## src/sv/assert_macros.svh

```systemverilog
// Assertion helpers shared by the RTL files.
`ifndef ASSERT_MACROS_SVH
`define ASSERT_MACROS_SVH

`ifndef NO_ASSERTIONS

`define ASSERT_PROP(lbl, clk, rst_n, prop) \
    lbl: assert property (@(posedge clk) disable iff (!rst_n) prop) \
        else $error("assertion failed");

`define ASSERT_NEVER(lbl, clk, rst_n, cond) \
    `ASSERT_PROP(lbl, clk, rst_n, !(cond))

`else

`define ASSERT_PROP(lbl, clk, rst_n, prop)

`define ASSERT_NEVER(lbl, clk, rst_n, cond)

`endif

`endif

```

## src/sv/osp_pkg.sv

```systemverilog
package osp_pkg;

    localparam int MAX_DEPTH_DEF = 8;

    localparam int COORD_W = 32;
    localparam int HALF_W  = 31;
    localparam int CTR_W   = 33;
    localparam int DIST_W  = 34;
    localparam int NODE_W  = 25;
    localparam int LEVEL_W = 4;
    localparam int TAG_W   = 32;
    localparam int CFG_IDX_W = 3;
    localparam int CFG_DATA_W = 32;

    localparam logic [CFG_IDX_W-1:0] REG_CENTRE_X = 3'd0;
    localparam logic [CFG_IDX_W-1:0] REG_CENTRE_Y = 3'd1;
    localparam logic [CFG_IDX_W-1:0] REG_CENTRE_Z = 3'd2;
    localparam logic [CFG_IDX_W-1:0] REG_HALF_X   = 3'd3;
    localparam logic [CFG_IDX_W-1:0] REG_HALF_Y   = 3'd4;
    localparam logic [CFG_IDX_W-1:0] REG_HALF_Z   = 3'd5;
    localparam logic [CFG_IDX_W-1:0] REG_DEPTH    = 3'd6;

    localparam logic signed [COORD_W-1:0] CENTRE_RST = '0;
    localparam logic [HALF_W-1:0]         HALF_RST   = 31'd4194304;
    localparam logic [LEVEL_W-1:0]        DEPTH_RST  = 4'd4;

    typedef struct packed {
        logic signed [COORD_W-1:0] sphere_x;
        logic signed [COORD_W-1:0] sphere_y;
        logic signed [COORD_W-1:0] sphere_z;
        logic [HALF_W-1:0]         sphere_radius;
        logic [TAG_W-1:0]          object_tag;
    } sphere_in_t;

    typedef struct packed {
        logic [NODE_W-1:0]  node_index;
        logic [LEVEL_W-1:0] node_level;
        logic               straddles;
        logic [TAG_W-1:0]   tag_out;
    } result_out_t;

    typedef struct packed {
        logic signed [CTR_W-1:0] c;
        logic [HALF_W-1:0]       h;
    } axis_t;

    typedef struct packed {
        logic               done;
        logic               straddle;
        logic [NODE_W-1:0]  node;
        logic [LEVEL_W-1:0] level;
        axis_t [2:0]        ax;
        sphere_in_t         item;
    } stage_t;

    function automatic logic signed [COORD_W-1:0] pos_of(sphere_in_t s, int k);
        logic signed [COORD_W-1:0] p;
        unique case (k)
            0:       p = s.sphere_x;
            1:       p = s.sphere_y;
            default: p = s.sphere_z;
        endcase
        return p;
    endfunction

endpackage

```

## src/sv/osp_cell.sv

```systemverilog
`include "assert_macros.svh"

module osp_cell #(
    parameter int LEVEL = 0
) (
    input  logic                    clk,
    input  logic                    rst_n,
    input  logic                    en,
    input  logic [osp_pkg::LEVEL_W-1:0] limit,
    input  logic                    vld_in,
    input  osp_pkg::stage_t         st_in,
    output logic                    vld_out,
    output osp_pkg::stage_t         st_out
);
    import osp_pkg::*;

    logic                     vld_reg;
    stage_t                   st_reg;
    stage_t                   st_next;
    logic signed [DIST_W-1:0] diff [3];
    logic [DIST_W-1:0]        mag [3];
    logic [2:0]               near;
    logic [2:0]               oct;
    logic [HALF_W-1:0]        q [3];
    logic signed [COORD_W-1:0] p [3];

    always_comb
    begin
        st_next = st_in;
        for (int k = 0; k < 3; k++)
        begin
            p[k]    = pos_of(st_in.item, k);
            diff[k] = {{2{p[k][COORD_W-1]}}, p[k]}
                      - {st_in.ax[k].c[CTR_W-1], st_in.ax[k].c};
            mag[k]  = diff[k][DIST_W-1] ? DIST_W'(-diff[k]) : DIST_W'(diff[k]);
            near[k] = mag[k] <= {3'b000, st_in.item.sphere_radius};
            oct[k]  = ~diff[k][DIST_W-1];
            q[k]    = st_in.ax[k].h >> 1;
        end
        if (vld_in && !st_in.done)
        begin
            if (|near)
            begin
                st_next.done     = 1'b1;
                st_next.straddle = 1'b1;
            end
            else if (LEVEL >= int'(limit))
            begin
                st_next.done = 1'b1;
            end
            else
            begin
                for (int k = 0; k < 3; k++)
                begin
                    st_next.ax[k].c = oct[k] ? st_in.ax[k].c + {2'b00, q[k]}
                                             : st_in.ax[k].c - {2'b00, q[k]};
                    st_next.ax[k].h = q[k];
                end
                st_next.node  = {st_in.node[NODE_W-4:0], oct} + NODE_W'(1);
                st_next.level = LEVEL_W'(LEVEL + 1);
            end
        end
    end

    always_ff @(posedge clk or negedge rst_n)
    begin
        if (!rst_n)
        begin
            vld_reg <= 1'b0;
        end
        else if (en)
        begin
            vld_reg <= vld_in;
        end
    end

    always_ff @(posedge clk)
    begin
        if (en)
        begin
            st_reg <= st_next;
        end
    end

    assign vld_out = vld_reg;
    assign st_out  = st_reg;

    `ASSERT_PROP(a_open_level, clk, rst_n, vld_reg && !st_reg.done |-> st_reg.level == LEVEL_W'(LEVEL + 1))
    `ASSERT_PROP(a_straddle_done, clk, rst_n, vld_reg && st_reg.straddle |-> st_reg.done)
    `ASSERT_NEVER(a_root_after_descent, clk, rst_n, vld_reg && st_reg.level != '0 && st_reg.node == '0)

endmodule

```

## config.mk

```make
export PLATFORM = sky130hd
export DESIGN_NAME = osp_cell
export DESIGN_NICKNAME = d
export VERILOG_FILES = /design/src/sv/osp_pkg.sv /design/src/sv/osp_cell.sv
export VERILOG_INCLUDE_DIRS = /design/src /design/src/sv
export SDC_FILE = /design/constraint.sdc
export NUM_CORES = 1
export LEC_CHECK = 0
export ABC_CLOCK_PERIOD_IN_PS = 800
export BUFFER_PORTS_ARGS = -buffer_cell sky130_fd_sc_hd__buf_2
export CAP_MARGIN = 20
export CORE_AREA = 4 4 298 300
export CTS_CLUSTER_DIAMETER = 50
export CTS_CLUSTER_SIZE = 25
export DETAILED_ROUTE_END_ITERATION = 6
export DIE_AREA = 0 0 302 304
export GPL_TIMING_DRIVEN = 0
export SLEW_MARGIN = 20
export SYNTH_ARGS = -nofsm -noshare
export SYNTH_HDL_FRONTEND = slang
export SYNTH_SLANG_ARGS = --single-unit
```

## constraint.sdc

```tcl
create_clock -name clk -period 0.8 [get_ports clk]
set_input_delay 0.12 -clock clk [delete_from_list [all_inputs] [get_ports clk]]
set_output_delay 0.12 -clock clk [all_outputs]
set_load 0.05 [all_outputs]
```

Word-level counts from Yosys, hierarchy flattened
Index checks and enable logic that the tools add are counted.
{"block": "op_classes", "add_sub_neg": 13, "muxes": 12, "reduce_logical": 3, "n_lt_le_gt_ge": 4, "n_bitwise": 3}
{"cell": "$mux W221", "n": 2}
{"cell": "$mux W223", "n": 1}
{"cell": "$le A34 B31 Y1", "n": 3}
{"cell": "$mux W34", "n": 3}
{"cell": "$neg A34 Y34", "n": 3}
{"cell": "$sub A32 B33 Y34", "n": 3}
{"cell": "$add A33 B30 Y33", "n": 3}
{"cell": "$mux W33", "n": 3}
{"cell": "$sub A33 B30 Y33", "n": 3}
{"cell": "$add A25 B1 Y25 const B", "n": 1}
{"cell": "$ge A1 B4 Y1 const A", "n": 1}
{"cell": "$mux W1", "n": 3}
{"cell": "$not A1 Y1", "n": 3}
{"cell": "$reduce_or A3 Y1", "n": 1}
{"cell": "$logic_and A1 B1 Y1", "n": 1}
{"cell": "$logic_not A1 Y1", "n": 1}
{"block": "totals", "regBits": 383}

Depth between registers and ports, before layout
{"block": "logic_depth", "ltp_word": 7, "mapped_depth": 32}

Worst setup path before layout
OpenSTA, ideal clock, no wires.
{"block": "synth_path", "path_type": "in2reg", "startpoint": "input st_in[259] (netlist bit)", "endpoint": "register st_reg (netlist bit st_out[355]) (data pin)", "path_slack_ns": -5.399, "path_buffers": 4, "stages": 29, "arrival_time_ns": 5.937, "required_time_ns": 0.538, "path_cell_list": "inv_1 > ha_1 > clkbuf_1 > nand2_1 > a2111oi_0 > nor3_2 > o21ai_0 > xor2_1 > or4_1 > nor4_2 > nand2_1 > or4_1 > o31ai_1 > xnor2_1 > ha_1 > nor2b_1 > o21ai_0 > nand2b_1 > a21oi_1 > nand3b_1 > a21oi_1 > a221oi_1 > a221oi_1 > or4_1 > buf_2 > nor2_4 > buf_6 > buf_6 > mux2_1"}
{"item": "from (decl)", "line": "osp_cell.sv:11", "source": "input osp_pkg::stage_t st_in,"}
{"item": "to (signal assigned)", "line": "osp_cell.sv:81", "source": "st_reg <= st_next;"}
{"item": "to (decl)", "line": "osp_cell.sv:18", "source": "stage_t st_reg;"}

==> results.py <==
metrics = {
    "worst_setup_path": {
        "cpPeakStageDelay_ns": 0.65,
        "start_kind": "input pin",
        "crit_start": "st_in[272]",
        "cp.required_ns": 1.19,
        "crit_type": "input pin to flop",
        "setup.worst_path.end_class": "flop",
        "critPathSlowestCell": "or4_4",
        "critPathArrivalTime_ns": 6.28,
        "r2r_start": "vld_out",
        "cp_max_fo": 9,
        "cp_common_cell": "or4_4",
    },
    "logic_synthesis": {
        "ys_dominant_reg_cell": "edfxtp_1",
        "synth_edf_count": 382,
        "yosys.area_share.simple_pct": 15.73,
        "async_flop_share_pct": 0.2611,
        "yosysSeqAreaShare_pct": 36.04,
        "yosysUniqueCellTypes": 101,
        "syn_avg_cell_area_um2": 9.461,
        "synth_top_family_by_area": "compound AO/OA/AOI/OAI gates",
        "synthesis.nets": 4063,
        "synth-seq-cells": 383,
        "synthMuxAreaShare_pct": 4.440,
        "synthXorXnorAreaFrac_pct": 9.197,
        "synthesis.yosys.warnings": 0,
        "yosys.area.top_type_share_pct": 35.96,
        "yosys.area.top_type": "edfxtp_1",
        "syn_inst": 3372,
        "syn_area_mm2": 0.03190,
        "synth-compound-area-share_pct": 18.49,
        "synth_area_leaders": "edfxtp_1 36%, ha_1 12%, xnor2_1 5.8%",
        "synth_fa_ha_area_share_pct": 11.95,
    },
    "outcome": {
        "status": "finished, violations left",
        "violations": "negative hold slack, negative setup slack",
    },
    "routing": {
        "ant_nets": 0,
        "dr.pass1.iters": 6,
        "wire_per_inst_um": 23.16,
        "num_vias": 32580,
        "drc": 0,
        "vias_per_cell": 5.491,
        "drtIter0Drc": 2097,
        "wirelength_um": 137400,
    },
    "sta": {
        "maxSlewViolCount": 0,
        "hold_slack_ns": -0.1409,
        "setup_violations": 657,
        "tightest_slew_ns": 1.012,
        "post-route-min-period_ns": 5.889,
        "fmax_ghz": 0.1698,
        "fin_ws_ns": -5.089,
        "period_share_pct": 736.1,
        "rsz0062_at_grt": "yes",
        "finalHoldViolations": 24,
        "skew_ns": 0,
        "relSlewSlack_pct": 31.94,
    },
    "placed_design": {
        "place_ws_ns": -8.047,
        "port_buffers": 770,
        "dp_cells": 5301,
        "dp_hpwl_um": 96960,
        "gp_congestion": 0.8849,
    },
    "clock_network": {
        "ctsRootBufferMaster": "clkbuf_16",
        "numCtsBuffers": 54,
        "htreeDepth": 2,
        "clock_sinks": 383,
        "cts_hold_buf": 385,
        "clockBufferDepth": 3,
        "clk_latency_ns": 0.66,
        "cts_tree": "yes",
        "path_clk_slew_ns": 0.06,
    },
    "grt": {
        "antenna_found_initial": 21,
        "grt_pass1_vias": 32730,
        "grt_max_degree": 93,
        "grt_overflow": 0,
        "grtUsageTotal_pct": 28.30,
        "grt_pass1_wl_um": 199700,
    },
    "layout": {
        "multi_input_area_mm2": 0.02141,
        "final_cell_mix": "405 x buf_6, 385 x dlygate4sd3_1, 382 x edfxtp_1, 379 x buf_2, 261 x ha_1",
        "drive_gt1_share_pct": 32.46,
        "regArea_mm2": 0.01150,
        "fill_cells": 7210,
        "instances_no_fill": 5934,
        "final_common_cell": "buf_6",
        "final_nets": 5415,
        "syn_to_final_growth_pct": 57.43,
    },
    "floorplan": {
        "chipHeight_um": 304,
        "core_area_mm2": 0.08621,
        "pin_count": 773,
        "die_x_um": 302,
        "die_area_mm2": 0.09181,
        "start_util_pct": 37.00,
        "row_count": 108,
    },
    "job": {
        "drv_cap": 0,
    },
    "hold_path": {
        "min-delay-start": "en",
        "hp-class": "input pin to flop",
    },
    "power": {
        "ir_drop_mv": 1.877,
        "powerDensity_mw_per_mm2": 2133,
        "power_leakage_nw": 21.13,
    },
}
==> per-stage QoR <==
stage	hold slack, ns	setup TNS (ns)	cell area, um2	util [%]	power (W)
after global placement	-0.1035	-4122.05	37580	43.59	0.06874
after CTS	-0.1943	-1328.85	49140	57.00	0.1048
after floorplan	-0.1756	-1069.72	32280	-	0.05706
final	-0.1409	-1309.12	50220	58.26	0.1071
after global routing	-0.1789	-1377.50	50220	58.25	0.1124
after detailed placement	-0.1028	-1893.38	37700	43.73	0.06903
==> flip-flops by register name, summed over array words and instances, names as in the netlist <==
name     cells
vld_out      1
st_out     382
==> routing by layer <==
metal | part of all wire [%] | up-vias | GRT usage, % | wire length (um)
met2 | 49 | 1181 | 48.79 | 67170
met3 | 6.2 | 301 | 4.780 | 8509
met5 | 0.076 | - | 0 | 105
li1 | - | 15350 | - | -
met4 | 4.2 | 16 | 10.90 | 5751
met1 | 41 | 15730 | 35.26 | 55880
==> timing repair <==
action | in CTS | in global routing
cloned | 16 | 5
gates resized for setup | 1268 | 203
endpoints found under the setup margin | 708 | 657
pin swaps | 101 | 77
hold endpoints to repair | 406 | 24
setup buffers | 112 | 43
==> critical path, delay by kind of cell <==
family                   cells  cell delay [ns]
AND/OR/NAND/NOR             10             2.95
XOR/XNOR                     2             0.25
buffers and inverters        5             0.69
multiplexers                 1             0.30
adder cells (fa/ha/maj)      2             0.74
AO/OA/AOI/OAI                7             1.18
==> cells in the mapped netlist (41+ instances only) <==
library cell	count
a21oi_1	266
mux2_1	104
inv_1	215
nor3_1	69
clkbuf_1	74
edfxtp_1	382
o21ai_1	100
a21o_1	101
o31ai_1	45
ha_1	295
nor2b_1	41
nand3_1	158
nor2_1	193
xnor2_1	210
o21ai_0	155
nand2_1	185
nand2b_1	51
nand4_1	51
xor2_1	125
==> cell families after synthesis <==
kind of cell    Yosys count
mux                     128
compound gates          929
xor+xnor                335
buf+inv                 328
simple gates            968
flops                   383
fa+ha+maj               301
==> area by class of cell <==
class	count	share of cell area [%]
Multi-Input combinational cell	2661	42.63
Timing Repair Buffer	1328	24.51
Sequential cell	383	22.89
Tap cell	1155	2.877
Clock buffer	57	2.713
Inverter	215	1.662
Buffer	81	1.657
Clock inverter	44	1.016
Antenna cell	10	0.04983
==> path summary, 6_finish.rpt <==
path | slack [ns] | depth (start not counted) | to
max | -5.09 | 27 | st_out[252]
min | -0.14 | 1 | st_out[231]
max reg2reg | 0.03 | 1 | vld_out
min reg2reg | 0.55 | 1 | vld_out
max in group asynchronous | 0.36 | 3 | vld_out
min in group asynchronous | 0.33 | 3 | vld_out
==> power by group <==
part           switching [W]  internal (W)
Sequential           0.00114        0.0252
Clock                 0.0110        0.0137
Combinational         0.0328        0.0233
Note: power is estimated with default switching activity, not from simulation.
